[config.mk]
export PLATFORM = sky130hd
export DESIGN_NAME = infix_expression_evaluator_flat
export DESIGN_NICKNAME = d
export VERILOG_FILES = /design/src/iee_pkg.sv /design/src/iee_in_if.sv /design/src/iee_out_if.sv /design/src/infix_expression_evaluator.sv /design/src/flat_wrapper.sv
export SDC_FILE = /design/constraint.sdc
export NUM_CORES = 1
export LEC_CHECK = 0
export ABC_CLOCK_PERIOD_IN_PS = 5000
export BUFFER_PORTS_ARGS = -buffer_cell sky130_fd_sc_hd__buf_2
export CORE_MARGIN = 5
export CORE_UTILIZATION = 47
export CTS_BUF_LIST = sky130_fd_sc_hd__clkbuf_4 sky130_fd_sc_hd__clkbuf_8
export DETAILED_ROUTE_END_ITERATION = 6
export PLACE_DENSITY = 0.65
export SETUP_SLACK_MARGIN = 0.05
export SYNTH_ARGS = -nofsm -noshare
export SYNTH_HDL_FRONTEND = slang
export SYNTH_SLANG_ARGS = --single-unit
export TNS_END_PERCENT = 1
[constraint.sdc]
create_clock -name clk -period 5 [get_ports clk]
set_input_delay 0.5 -clock clk [delete_from_list [all_inputs] [get_ports clk]]
set_output_delay 0.5 -clock clk [all_outputs]
set_load 0.01 [all_outputs]
[src/iee_pkg.sv]
// ----------------------------------------------------------------------------
// iee_pkg: shared types and constants for the infix expression evaluator
// Character codes, operator kinds and sequencer states.
// ----------------------------------------------------------------------------
package iee_pkg;

  localparam logic [7:0] CH_0     = 8'h30;
  localparam logic [7:0] CH_9     = 8'h39;
  localparam logic [7:0] CH_PLUS  = 8'h2B;
  localparam logic [7:0] CH_MINUS = 8'h2D;
  localparam logic [7:0] CH_STAR  = 8'h2A;
  localparam logic [7:0] CH_SLASH = 8'h2F;
  localparam logic [7:0] CH_EQ    = 8'h3D;

  localparam int unsigned OUT_W = 32;

  typedef enum logic [1:0] {
    MOP_NONE = 2'd0,
    MOP_MUL  = 2'd1,
    MOP_DIV  = 2'd2
  } mul_op_t;

  typedef enum logic [2:0] {
    OPK_ADD = 3'd0,
    OPK_SUB = 3'd1,
    OPK_MUL = 3'd2,
    OPK_DIV = 3'd3,
    OPK_EQ  = 3'd4
  } op_kind_t;

  typedef enum logic [2:0] {
    S_IDLE = 3'd0,
    S_MUL  = 3'd1,
    S_DNA  = 3'd2,
    S_DNB  = 3'd3,
    S_DIV  = 3'd4,
    S_DNQ  = 3'd5,
    S_POST = 3'd6,
    S_SUM  = 3'd7
  } state_t;

endpackage

[src/iee_in_if.sv]
// ----------------------------------------------------------------------------
// iee_in_if: character input channel
// Valid/ready channel carrying one ASCII character per transfer.
// ----------------------------------------------------------------------------
interface iee_in_if;
  logic       valid;
  logic       ready;
  logic [7:0] char_code;

  modport source (output valid, output char_code, input ready);
  modport sink   (input valid, input char_code, output ready);
endinterface

[src/iee_out_if.sv]
// ----------------------------------------------------------------------------
// iee_out_if: result output channel
// Valid/ready channel carrying the expression value and the divide-by-zero flag.
// ----------------------------------------------------------------------------
interface iee_out_if;
  logic               valid;
  logic               ready;
  logic signed [31:0] value;
  logic               div_by_zero;

  modport source (output valid, output value, output div_by_zero, input ready);
  modport sink   (input valid, input value, input div_by_zero, output ready);
endinterface

[src/infix_expression_evaluator.sv]
// ----------------------------------------------------------------------------
// infix_expression_evaluator: two-precedence infix arithmetic evaluator
// Reads one ASCII character per transfer; '=' emits the signed result.
// ----------------------------------------------------------------------------
//  channel  | dir | payload                     | transfer
//  ---------+-----+-----------------------------+-----------------------
//  in_ch    | in  | char_code[7:0]              | valid && ready
//  out_ch   | out | value[31:0] s, div_by_zero  | valid && ready
//
//  Digits and ignored characters are taken in S_IDLE. An operator with no
//  pending '*' or '/' passes S_POST ('+', '-', '=' then add the S_SUM step).
//  A pending multiply adds the S_MUL shift-add loop, a pending divide the
//  S_DNA/S_DNB sign fix-up, the S_DIV loop (one quotient bit per cycle) and
//  S_DNQ, all through the one shared add/subtract unit. '=' then loads the
//  output register, and waits there while a previous result is not taken.
//  Reset (rst_n low, synchronous) clears the expression state and the output.
// ----------------------------------------------------------------------------
module infix_expression_evaluator
  import iee_pkg::*;
#(
  parameter int unsigned WORD_WIDTH = 32
) (
  input  logic      clk,
  input  logic      rst_n,
  iee_in_if.sink    in_ch,
  iee_out_if.source out_ch
);

  localparam int unsigned W     = WORD_WIDTH;
  localparam int unsigned CNT_W = $clog2(WORD_WIDTH);
  localparam logic [CNT_W-1:0] CNT_MAX = CNT_W'(WORD_WIDTH - 1);

  // expression state
  state_t         state_r, state_nxt;
  logic [W-1:0]   num_r, num_nxt;
  logic [W-1:0]   term_r, term_nxt;
  logic [W-1:0]   sum_r, sum_nxt;
  mul_op_t        pend_mul_r, pend_mul_nxt;
  logic           pend_sub_r, pend_sub_nxt;
  logic           err_r, err_nxt;

  // working registers of the shared unit
  logic [W-1:0]   acc_r, acc_nxt;
  logic [W-1:0]   sh_r, sh_nxt;
  logic [W-1:0]   opd_r, opd_nxt;
  logic [CNT_W-1:0] cnt_r, cnt_nxt;
  logic           neg_q_r, neg_q_nxt;
  op_kind_t       op_r, op_nxt;

  // output register
  logic               out_valid_r;
  logic signed [31:0] out_value_r;
  logic               out_dz_r;
  logic               out_load;
  logic               done_pend_r, done_pend_nxt;

  // shared add/subtract unit
  logic [W+1:0] alu_a, alu_b, alu_res;
  logic         alu_sub;
  assign alu_res = alu_sub ? (alu_a - alu_b) : (alu_a + alu_b);

  logic [3:0] dig;
  logic       is_digit, is_op;
  op_kind_t   in_kind;

  assign dig      = 4'(in_ch.char_code - CH_0);
  assign is_digit = (in_ch.char_code >= CH_0) && (in_ch.char_code <= CH_9);

  always_comb begin
    is_op   = 1'b1;
    in_kind = OPK_ADD;
    unique case (in_ch.char_code)
      CH_PLUS:  in_kind = OPK_ADD;
      CH_MINUS: in_kind = OPK_SUB;
      CH_STAR:  in_kind = OPK_MUL;
      CH_SLASH: in_kind = OPK_DIV;
      CH_EQ:    in_kind = OPK_EQ;
      default:  is_op = 1'b0;
    endcase
  end

  assign in_ch.ready = (state_r == S_IDLE) && !done_pend_r;

  always_comb begin
    state_nxt     = state_r;
    num_nxt       = num_r;
    term_nxt      = term_r;
    sum_nxt       = sum_r;
    pend_mul_nxt  = pend_mul_r;
    pend_sub_nxt  = pend_sub_r;
    err_nxt       = err_r;
    acc_nxt       = acc_r;
    sh_nxt        = sh_r;
    opd_nxt       = opd_r;
    cnt_nxt       = cnt_r;
    neg_q_nxt     = neg_q_r;
    op_nxt        = op_r;
    done_pend_nxt = done_pend_r;
    out_load      = 1'b0;
    alu_a         = '0;
    alu_b         = '0;
    alu_sub       = 1'b0;

    unique case (state_r)
      S_IDLE: begin
        if (done_pend_r) begin
          // wait for the output register, then start a fresh expression
          if (!out_valid_r || out_ch.ready) begin
            out_load      = 1'b1;
            done_pend_nxt = 1'b0;
            num_nxt       = '0;
            term_nxt      = '0;
            sum_nxt       = '0;
            pend_mul_nxt  = MOP_NONE;
            pend_sub_nxt  = 1'b0;
            err_nxt       = 1'b0;
          end
        end else if (in_ch.valid) begin
          if (is_digit) begin
            num_nxt = (num_r << 3) + (num_r << 1) + W'(dig);
          end else if (is_op) begin
            op_nxt  = in_kind;
            num_nxt = '0;
            unique case (pend_mul_r)
              MOP_MUL: begin
                acc_nxt   = '0;
                sh_nxt    = term_r;
                opd_nxt   = num_r;
                cnt_nxt   = CNT_MAX;
                state_nxt = S_MUL;
              end
              MOP_DIV: begin
                if (num_r == '0) begin
                  term_nxt  = '0;
                  err_nxt   = 1'b1;
                  state_nxt = S_POST;
                end else begin
                  opd_nxt   = num_r;
                  state_nxt = S_DNA;
                end
              end
              default: begin
                term_nxt  = num_r;
                state_nxt = S_POST;
              end
            endcase
          end
        end
      end

      S_MUL: begin
        alu_a   = {2'b00, acc_r};
        alu_b   = opd_r[0] ? {2'b00, sh_r} : '0;
        acc_nxt = alu_res[W-1:0];
        sh_nxt  = sh_r << 1;
        opd_nxt = opd_r >> 1;
        cnt_nxt = cnt_r - 1'b1;
        if (cnt_r == '0) begin
          term_nxt  = alu_res[W-1:0];
          state_nxt = S_POST;
        end
      end

      S_DNA: begin
        // magnitude of the dividend
        alu_b     = {2'b00, term_r};
        alu_sub   = 1'b1;
        neg_q_nxt = term_r[W-1] ^ opd_r[W-1];
        sh_nxt    = term_r[W-1] ? alu_res[W-1:0] : term_r;
        state_nxt = S_DNB;
      end

      S_DNB: begin
        // magnitude of the divisor
        alu_b     = {2'b00, opd_r};
        alu_sub   = 1'b1;
        opd_nxt   = opd_r[W-1] ? alu_res[W-1:0] : opd_r;
        acc_nxt   = '0;
        cnt_nxt   = CNT_MAX;
        state_nxt = S_DIV;
      end

      S_DIV: begin
        // restoring step: shift in the next dividend bit, try to subtract
        alu_a   = {1'b0, acc_r, sh_r[W-1]};
        alu_b   = {2'b00, opd_r};
        alu_sub = 1'b1;
        if (!alu_res[W+1]) begin
          acc_nxt = alu_res[W-1:0];
          sh_nxt  = {sh_r[W-2:0], 1'b1};
        end else begin
          acc_nxt = {acc_r[W-2:0], sh_r[W-1]};
          sh_nxt  = {sh_r[W-2:0], 1'b0};
        end
        cnt_nxt = cnt_r - 1'b1;
        if (cnt_r == '0) begin
          state_nxt = S_DNQ;
        end
      end

      S_DNQ: begin
        alu_b     = {2'b00, sh_r};
        alu_sub   = 1'b1;
        term_nxt  = neg_q_r ? alu_res[W-1:0] : sh_r;
        state_nxt = S_POST;
      end

      S_POST: begin
        if (op_r == OPK_MUL) begin
          pend_mul_nxt = MOP_MUL;
          state_nxt    = S_IDLE;
        end else if (op_r == OPK_DIV) begin
          pend_mul_nxt = MOP_DIV;
          state_nxt    = S_IDLE;
        end else begin
          state_nxt = S_SUM;
        end
      end

      S_SUM: begin
        alu_a         = {2'b00, sum_r};
        alu_b         = {2'b00, term_r};
        alu_sub       = pend_sub_r;
        sum_nxt       = alu_res[W-1:0];
        term_nxt      = '0;
        pend_mul_nxt  = MOP_NONE;
        pend_sub_nxt  = (op_r == OPK_SUB);
        done_pend_nxt = (op_r == OPK_EQ);
        state_nxt     = S_IDLE;
      end

      default: state_nxt = S_IDLE;
    endcase
  end

  always_ff @(posedge clk) begin
    if (!rst_n) begin
      state_r     <= S_IDLE;
      num_r       <= '0;
      term_r      <= '0;
      sum_r       <= '0;
      pend_mul_r  <= MOP_NONE;
      pend_sub_r  <= 1'b0;
      err_r       <= 1'b0;
      done_pend_r <= 1'b0;
    end else begin
      state_r     <= state_nxt;
      num_r       <= num_nxt;
      term_r      <= term_nxt;
      sum_r       <= sum_nxt;
      pend_mul_r  <= pend_mul_nxt;
      pend_sub_r  <= pend_sub_nxt;
      err_r       <= err_nxt;
      done_pend_r <= done_pend_nxt;
    end
  end

  always_ff @(posedge clk) begin
    acc_r   <= acc_nxt;
    sh_r    <= sh_nxt;
    opd_r   <= opd_nxt;
    cnt_r   <= cnt_nxt;
    neg_q_r <= neg_q_nxt;
    op_r    <= op_nxt;
  end

  // output register: hold until transfer
  always_ff @(posedge clk) begin
    if (!rst_n) begin
      out_valid_r <= 1'b0;
    end else if (out_load) begin
      out_valid_r <= 1'b1;
    end else if (out_ch.ready) begin
      out_valid_r <= 1'b0;
    end
  end

  always_ff @(posedge clk) begin
    if (out_load) begin
      out_value_r <= err_r ? '0 : OUT_W'($signed(sum_r));
      out_dz_r    <= err_r;
    end
  end

  assign out_ch.valid       = out_valid_r;
  assign out_ch.value       = out_value_r;
  assign out_ch.div_by_zero = out_dz_r;

  a_dz_zero: assert property (@(posedge clk) disable iff (!rst_n)
    out_valid_r && out_ch.div_by_zero |-> out_ch.value == '0)
    else $error("divide-by-zero result carries a nonzero value");

  a_rem_bound: assert property (@(posedge clk) disable iff (!rst_n)
    state_r == S_DIV |-> acc_r < opd_r)
    else $error("partial remainder not below divisor");

  a_cnt_step: assert property (@(posedge clk) disable iff (!rst_n)
    (state_r == S_DIV || state_r == S_MUL) && cnt_r != '0 |=>
      cnt_r == CNT_W'($past(cnt_r) - 1'b1))
    else $error("iteration counter skipped a step");

  a_clear: assert property (@(posedge clk) disable iff (!rst_n)
    out_load |=> sum_r == '0 && term_r == '0 && num_r == '0 &&
                 pend_mul_r == MOP_NONE && !err_r && out_valid_r)
    else $error("state not cleared after result load");

endmodule
[src/flat_wrapper.sv]
// flat-port wrapper written by rule: the top's interface ports become plain ports
module infix_expression_evaluator_flat import iee_pkg::*;
#(
  parameter int unsigned WORD_WIDTH = 32
)
  (clk, rst_n, in_ch_valid, in_ch_char_code, in_ch_ready, out_ch_valid, out_ch_value, out_ch_div_by_zero, out_ch_ready);
  iee_in_if in_ch_i ();
  iee_out_if out_ch_i ();
  input  logic clk;
  input  logic rst_n;
  input wire logic [$bits(in_ch_i.valid)-1:0] in_ch_valid;
  input wire logic [$bits(in_ch_i.char_code)-1:0] in_ch_char_code;
  output wire logic [$bits(in_ch_i.ready)-1:0] in_ch_ready;
  output wire logic [$bits(out_ch_i.valid)-1:0] out_ch_valid;
  output wire logic [$bits(out_ch_i.value)-1:0] out_ch_value;
  output wire logic [$bits(out_ch_i.div_by_zero)-1:0] out_ch_div_by_zero;
  input wire logic [$bits(out_ch_i.ready)-1:0] out_ch_ready;
  assign in_ch_i.valid = in_ch_valid;
  assign in_ch_i.char_code = in_ch_char_code;
  assign in_ch_ready = in_ch_i.ready;
  assign out_ch_valid = out_ch_i.valid;
  assign out_ch_value = out_ch_i.value;
  assign out_ch_div_by_zero = out_ch_i.div_by_zero;
  assign out_ch_i.ready = out_ch_ready;
  infix_expression_evaluator #(.WORD_WIDTH(WORD_WIDTH)) u_core (.clk(clk), .rst_n(rst_n), .in_ch(in_ch_i), .out_ch(out_ch_i));
endmodule
Word level (Yosys, flattened, before mapping)
Cells that the tools add are included.
Word-level totals
  register bits: 243
  input bits: 12
Cells by class
  add/subtract/negate cells: 6
  magnitude comparators: 2
  equality and inequality tests: 39
  muxes and demuxes: 85
  bitwise gates (word level): 3
  reductions and logical operators: 38
Operators by type and width (count)
  $mux 32: 32
  $pmux 32 s4: 4
  $pmux 32 s2: 3
  $pmux 33 s3: 1
  $pmux 32 s3: 1
  $eq 8x6->1 const B: 5
  $add 33x34->34: 1
  $mux 34: 1
  $sub 33x34->34: 1
  $add 32x32->32: 1
  $add 32x4->32: 1
  $logic_not 32->1: 1
  $mux 3: 9
  $mux 5: 5
  $pmux 3 s8: 1
  $reduce_and 6->1: 4
  $mux 1: 17
  $reduce_and 8->1: 2
  $eq 3x3->1 const B: 5
  $pmux 5 s3: 1
  $reduce_and 7->1: 2
  $eq 3x2->1 const B: 4
  $ne 2x1->1 const B: 6
  $ne 2x2->1 const B: 6
  other kinds (32): 59

Longest topological paths before layout
Gate-level depths: netlist (run 1).
  depth in word-level cells: 8
  depth in mapped cells: 27
  depth with buffers taken out: 22

Worst setup path before layout (run 1)
Ideal clock, no wire load.
  kind: reg-to-reg
  from: reg u_core.state_r[0]
  to: reg u_core.sh_r[0], data pin
  arrival: 4.916 ns
  required time: 4.739 ns
  setup slack: -0.177 ns
  cell stages (with the launch flop): 25
  path buffers: 4
  period minus slack after synthesis: 5.177 ns
  path through: dfxtp_1 > buf_6 > buf_6 > mux2_1 > a222oi_1 > ha_1 > nand2_1 > or2_1 > nand3b_1 > nor2_1 > and2_1 > a21oi_1 > xnor2_1 > ha_1 > clkbuf_1 > a21o_1 > a21o_1 > a21oi_1 > nor2b_1 > o21ai_0 > nand2b_1 > a41oi_2 > a21oi_2 > buf_4 > a221o_1
On the way
  cells in the longest elaborated chain, start to end: 7
  elaborated cells on any way between the ends: 19
  classes of those cells: 2 x add/sub; 6 x eq/ne; 7 x mux; 4 x reduce/logical
RTL lines
  from (decl): RTL line infix_expression_evaluator.sv:34  | state_t state_r, state_nxt;
  from (signal assigned): RTL line infix_expression_evaluator.sv:247  | state_r <= state_nxt;
  $eq 3x2->1 / $eq 3x3->1 (equally long branches): RTL line infix_expression_evaluator.sv:104  | unique case (state_r)
  $reduce_or 2->1 (no source line)
  $pmux 32 s4: RTL line infix_expression_evaluator.sv:104
  $add 33x34->34 / $sub 33x34->34 (equally long branches): RTL line infix_expression_evaluator.sv:60  | assign alu_res = alu_sub ? (alu_a - alu_b) : (alu_a + alu_b);
  $mux 34: RTL line infix_expression_evaluator.sv:60
  $mux 1 / $mux 32 (equally long branches): RTL line infix_expression_evaluator.sv:188, infix_expression_evaluator.sv:169
  $pmux 32 s4 *: RTL line infix_expression_evaluator.sv:104
  via u_core.sh_nxt[0]: RTL line infix_expression_evaluator.sv:44  | logic [W-1:0] sh_r, sh_nxt;
  to (signal assigned): RTL line infix_expression_evaluator.sv:260  | sh_r <= sh_nxt;
  to (decl): RTL line infix_expression_evaluator.sv:44
Mark *: on every way through the listed nets, which the timed path passes. The rest lies on a longest branch.
A chain may end at the register's enable or synchronous reset.

Final worst setup path (run 1)
  from: reg u_core.state_r[0]
  to: reg u_core.acc_r[30], data pin
On the way
  cells in the longest elaborated chain, start to end: 7
  elaborated cells on any way between the ends: 18
  classes of those cells: 2 x add/sub; 6 x eq/ne; 6 x mux; 4 x reduce/logical
RTL lines
  $eq 3x2->1 / $eq 3x3->1 (equally long branches): RTL line infix_expression_evaluator.sv:104
  $reduce_or 2->1 (no source line)
  $pmux 32 s4: RTL line infix_expression_evaluator.sv:104
  $add 33x34->34 / $sub 33x34->34 (equally long branches): RTL line infix_expression_evaluator.sv:60
  $mux 34: RTL line infix_expression_evaluator.sv:60
  $mux 32: RTL line infix_expression_evaluator.sv:188  | if (!alu_res[W+1]) begin
  $pmux 32 s4 *: RTL line infix_expression_evaluator.sv:104
  via u_core.acc_nxt[30]: RTL line infix_expression_evaluator.sv:43  | logic [W-1:0] acc_r, acc_nxt;
  to (signal assigned): RTL line infix_expression_evaluator.sv:259  | acc_r <= acc_nxt;
  to (decl): RTL line infix_expression_evaluator.sv:43
Marked as above.

==> metrics, run 1 <==
H-tree depth 2; synthesized cell area 16,830 um2; gp weighted congestion 0.9270; CTS sink count 243; ANT nets after route 0; First-pass DRT Iterations 7; HP Class in2reg; Post-DP HPWL 38.40 mm; RSZ-0062 raised after global routing true; area of the multi-input gates 10,120 um2; slew margin rel. 0.2384; Rows 69; clock-pin slew on the worst setup and hold paths 0.06 ns; worst-path fanout max 8; post-synthesis sequential area ratio 0.3711; die width 199.2 um; via/cell ratio 6.355; f_max 196.6 MHz; Worst EP required 5.30 ns; synthesized area per cell 8.849 um2; vias in the first global route 15,344; clock tree buffer depth 3; FF+latch area 6255 um2; quantity of I/O buffers inserted on ports 46; fin cells 2,515; initial core utilization 0.4743; gr usage total 0.2702; CP Buf/Inv Count 5; post-layout minimum cycle time 5.086 ns; max incr delay on CP 0.45 ns; Top delay family on crit path compound AO/OA/AOI/OAI gates; Layout area overhead 16.88%; Ports 47; synth unique cells 81; Worst Tran Pin Value 1.140 ns; Final Max Slew Viols 0; CTS tree done; hold_buf cts 0; fraction of registers with async set/reset 0; WL final 55.53 mm; largest net degree at the start of global routing 83; die area 39,690 um2; Crit path depth 24; critical path's slowest cell dfxtp_4; core footprint 35,480 um2; Final setup violation count 29; outcome finished with violations; ratio of cells with drive above 1 in the final layout 0.1855; global-route wire length before repair 85.79 mm; gr ovfl total 0; crit path cell chain buf_12 -> buf_8 -> mux2i_1 -> o211ai_1 -> a32oi_2 -> ha_2 -> nand2_1 -> or2_4 -> nand3b_1 -> nor2_2 -> buf_6 -> and2_4 -> a21oi_1 -> xor2_1 -> ha_1 -> a21o_1 -> a21oi_1 -> o21ai_2 -> a41oi_2 -> a21oi_4 -> buf_12 -> buf_6 -> mux2_2 -> o22ai_2; Layout Nets 2,130; Tcrit/Tclk final 1.017; Residual DRC 14; Worst Reg-to-Reg Cells 24; hold depth 3; Max-Cap Viols 0; Final WS setup -0.08595 ns; Die Y 199.2 um; ANT cells 0; DRT iter0 DRCs 2,086; Post-Place Cells 2,409; clock latency at the later pin of the worst-skew pair 0.60 ns; Seq cells post-synth 243; clock root cell clkbuf_8; WS Path Type reg2reg; # fillers 3,226; failing checks DRC, setup timing; Setup Skew 0.03274 ns; Worst setup SP type flip-flop; synth warn 0; syn nets 2,013; cts bufs inserted 43; Syn Inst Count 1,902; Arr. time, crit path 5.39 ns; Worst setup EP type flip-flop; Hold Vio Cnt, Final 0; prevailing post-synth register cell edfxtp_1; number of synthesized flops with an enable pin 138; DR vias 15,983; initial antenna violation count 0; Avg WL per Cell 22.08 um
==> worst register-to-register path: cells and delay by family (launching register included) <==
| family | cells | cell delay (ns) |
|---|---|---|
| fa+ha+maj | 2 | 0.57 |
| flops | 1 | 0.45 |
| xor+xnor | 1 | 0.28 |
| buf+inv | 5 | 0.67 |
| simple gates | 5 | 0.95 |
| mux | 2 | 0.41 |
| compound gates | 9 | 1.47 |
==> per-stage QoR <==
| stage | TNS (ns) | setup slack [ns] | util | hold slack (ns) | cell area, um2 |
|---|---|---|---|---|---|
| floorplan | 0 | 0.07540 | - | 0.4442 | 16850 |
| global placement | -1.169 | -0.09323 | 0.5142 | 0.4642 | 18240 |
| detailed placement | -3.646 | -0.1626 | 0.5142 | 0.4720 | 18240 |
| CTS | 0 | 0.05999 | 0.5432 | 0.1791 | 19270 |
| global route | -12.44 | -0.3094 | 0.5544 | 0.2329 | 19670 |
| finish | -1.143 | -0.08595 | 0.5544 | 0.2106 | 19670 |
==> routing by layer <==
| metal | routed length [um] | up-vias | global-route usage |
|---|---|---|---|
| met3 | 5177 | 93 | 0.05294 |
| met2 | 25120 | 785 | 0.4353 |
| met5 | 0 | - | 0 |
| met4 | 1286 | 0 | 0.07295 |
| met1 | 23950 | 7678 | 0.3735 |
| li1 | - | 7427 | - |
==> sequential cells by signal, summed over array words and instances (netlist names), 2 cells and up <==
| signal | count |
|---|---|
| u_core.acc_r | 32 |
| u_core.cnt_r | 5 |
| u_core.num_r | 32 |
| u_core.op_r | 3 |
| u_core.opd_r | 32 |
| u_core.out_ch.value | 32 |
| u_core.pend_mul_r | 2 |
| u_core.sh_r | 32 |
| u_core.state_r | 3 |
| u_core.sum_r | 32 |
| u_core.term_r | 32 |
==> worst paths after layout <==
| path | to | slack [ns] | from |
|---|---|---|---|
| min reg2reg | u_core.sum_r[19] | 0.49 | u_core.sum_r[19] |
| min | u_core.num_r[0] | 0.21 | in_ch_char_code[0] |
| max | u_core.acc_r[30] | -0.09 | u_core.state_r[0] |
| max reg2reg | u_core.acc_r[30] | -0.09 | u_core.state_r[0] |
==> repair_timing <==
item | 4_1_cts | 5_1_grt
endpoints found under the setup margin | 58 | 83
setup buffers | 7 | 16
cloned | 0 | 3
resized for setup | 22 | 55
pin swaps | 8 | 31
==> Yosys cell counts (54+ instances only) <==
library cell,number,area share
a21oi_1,119,0.035
a222oi_1,56,0.033
ha_1,96,0.071
inv_1,57,0.013
nand2_1,177,0.039
edfxtp_1,138,0.25
dfxtp_1,105,0.12
clkbuf_1,103,0.023
nor2_1,192,0.043
mux2i_1,66,0.039
a22oi_1,76,0.034
o21ai_0,161,0.048
xnor2_1,54,0.028
==> final cells by class <==
| type | instances | share of cell area |
|---|---|---|
| inverters | 57 | 0.01107 |
| repair buffers | 202 | 0.08040 |
| clock inverters | 13 | 0.004898 |
| clock buffers | 67 | 0.04211 |
| well taps | 461 | 0.02932 |
| flip-flops and latches | 243 | 0.3180 |
| multi-input cells | 1472 | 0.5142 |
==> placed cells by master, fill, tap and decap left out, types with 8 or more instances in the layout <==
cell type / n
clkbuf_4: 15
a221oi_1: 27
o22ai_1: 14
buf_4: 136
edfxtp_1: 138
nand3_1: 48
nor2_1: 184
o21ai_1: 17
inv_1: 55
nor4_1: 11
mux2i_1: 64
nand2b_1: 13
nand4_1: 8
dfxtp_1: 102
a21o_1: 26
clkinv_2: 8
a221o_1: 10
nor3_1: 15
o21ai_0: 144
ha_1: 93
buf_12: 8
nand2_1: 176
xor2_1: 36
buf_6: 8
o2bb2ai_1: 8
a211oi_1: 22
clkbuf_8: 52
nor2b_1: 45
buf_2: 46
a222oi_1: 56
o21a_1: 13
and2_1: 8
mux2_2: 20
a31oi_1: 12
o211ai_1: 13
a22oi_1: 76
nor2_2: 9
xnor2_1: 51
a21oi_1: 110
==> kinds of logic (layout without fill, tap and decap cells) <==
kind of cell,count (synthesis),after routing,synth area share
muxes,90,90,0.05576
and+or+nand+nor,567,567,0.1526
AOI/OAI and AO/OA,625,625,0.2528
xor gates and xnor gates,91,91,0.04736
adders and majority gates,99,99,0.07494
buffers and inverters,187,339,0.04550
DFF,243,243,0.3711
Power of run 1 is left out: the tool's default activity adds up to more than one toggle a clock period on the data nets, which glitch-free logic cannot reach.
==> inputs of run 2 (changes only) <==
TNS_END_PERCENT = unset   (was 1)
==> metrics, run 2 (synthesis gave the netlist of run 1 again) <==
outcome finished with violations; failing checks DRC, setup timing; critical path's slowest cell dfxtp_4; ANT nets after route 0 (unchanged); Top delay family on crit path compound AO/OA/AOI/OAI gates; Die Y 199.2 um (unchanged); post-layout minimum cycle time 5.116 ns (+0.02984 ns); Post-DP HPWL 38.40 mm (unchanged); Met3 Wirelength 5.225 mm (+0.93%); gp weighted congestion 0.9270 (unchanged); Ports 47 (unchanged); Tcrit/Tclk final 1.023 (+0.005968); hold_buf cts 0 (unchanged); clock tree buffer depth 3 (unchanged); initial core utilization 0.4743 (unchanged); First-pass DRT Iterations 7 (unchanged); WL final 55.58 mm (about the same); HP Class in2reg; FF+latch area 6255 um2 (unchanged); global-route wire length before repair 85.79 mm (unchanged); Final WS setup -0.1158 ns (-0.02984 ns); Metal-1 WL 23.83 mm (-0.48%); gr usage total 0.2702 (unchanged); most common cell after layout, fill and taps aside nor2_1; Rows 69 (unchanged); Post-Route Setup TNS -2.117 ns (-0.9744 ns); CTS sink count 243 (unchanged); DRT iter0 DRCs 2,120 (+1.6%); max incr delay on CP 0.44 ns (about the same); Placement Setup Slack -0.1626 ns (unchanged); worst-path fanout max 8 (unchanged); Worst setup SP type flip-flop; Worst setup EP type flip-flop; largest net degree at the start of global routing 83 (unchanged); vias in the first global route 15,344 (unchanged); die area 39,690 um2 (unchanged); clock-pin slew on the worst setup and hold paths 0.07 ns (about the same); initial antenna violation count 0 (unchanged); Worst Tran Pin Value 1.129 ns (-0.01107 ns); clock latency at the later pin of the worst-skew pair 0.60 ns (about the same); Max-Cap Viols 0 (unchanged); cts bufs inserted 43 (unchanged); H-tree depth 2 (unchanged); Arr. time, crit path 5.46 ns (+0.07 ns); Layout area overhead 17.25%; most frequent cells in the layout nor2_1, nand2_1, o21ai_0; CP Buf/Inv Count 5 (unchanged); Setup Skew 0.02995 ns (-0.002796 ns); Avg WL per Cell 22.10 um (about the same); die width 199.2 um (unchanged); crit path cell chain buf_12 -> buf_8 -> mux2i_1 -> o211ai_1 -> a32oi_2 -> ha_2 -> nand2_1 -> or2_4 -> nand3b_1 -> nor2_2 -> buf_6 -> and2_4 -> a21oi_1 -> xor2_1 -> ha_1 -> a21o_1 -> a21oi_1 -> o21ai_2 -> a41oi_2 -> a21oi_4 -> buf_12 -> buf_8 -> a221o_1; area of the multi-input gates 10,180 um2 (+0.61%); gr ovfl total 0 (unchanged); core footprint 35,480 um2 (unchanged); clock root cell clkbuf_8; # fillers 3,225 (-0.031%); Layout Nets 2,130 (unchanged); ratio of cells with drive above 1 in the final layout 0.1899 (+0.004382); DR vias 15,917 (-0.41%); f_max 195.5 MHz (-0.58%); WS Path Type reg2reg; RSZ-0062 raised after global routing true; Top Layer Used met4; Final setup violation count 33 (+14%); Worst EP required 5.35 ns (+0.05 ns); quantity of I/O buffers inserted on ports 46 (unchanged); Hold Vio Cnt, Final 0 (unchanged); via/cell ratio 6.329 (-0.41%); slew margin rel. 0.2458 (+0.007399); met2 WL post-DR 25.18 mm (+0.27%); CTS tree done; Final Max Slew Viols 0 (unchanged); Residual DRC 4 (-10); ANT cells 0 (unchanged)
## run 2: cell counts in the layout (fill, tap and decap cells not counted)
No cell type changed its count.
## run 2: area by class of cell
cell class / count / share of cell area
Clock inverter: 13 / 0.004882
Sequential cell: 243 / 0.3170
Timing Repair Buffer: 202 / 0.08015
Clock buffer: 67 / 0.04198
Inverter: 57 / 0.01103
Multi-Input combinational cell: 1472 / 0.5158
Tap cell: 461 / 0.02923
## run 2: per-layer routing
metal / vias to the layer above / GRT usage
li1: 7411 / -
met1: 7640 / 0.3735
met2: 771 / 0.4353
met4: 0 / 0.07295
met3: 95 / 0.05294
met5: - / 0
## run 2: worst min-delay path, stage by stage
cell,delay [ns]
buf_2,0.12
a22oi_1,0.07
nor2_1,0.08
## run 2: final timing paths
kind / to / depth (start not counted) / from / slack [ns]
max: u_core.sh_r[0] / 23 / u_core.state_r[0] / -0.12
min: u_core.num_r[0] / 3 / in_ch_char_code[0] / 0.21
max reg2reg: u_core.sh_r[0] / 23 / u_core.state_r[0] / -0.12
min reg2reg: u_core.sum_r[17] / 2 / u_core.sum_r[17] / 0.48
## run 2: timing repair
item                       CTS  global route
gates resized for setup     22            65
pin swaps                    8            36
setup buffers                7            16
setup endpoints to repair   58            83
cloned                       0             3
## run 2: stage by stage
stage | hold WS [ns] | cell area [um2] | cells | utilization
2_1_floorplan | 0.4442 | 16850 | 1902 | -
3_3_place_gp | 0.4642 | 18240 | 2409 | 0.5142
3_5_place_dp | 0.4720 | 18240 | 2409 | 0.5142
4_1_cts | 0.1791 | 19270 | 2496 | 0.5432
5_1_grt | 0.2329 | 19730 | 2515 | 0.5561
6_report | 0.2076 | 19730 | 2515 | 0.5561
Power of run 2 is left out for the same reason.
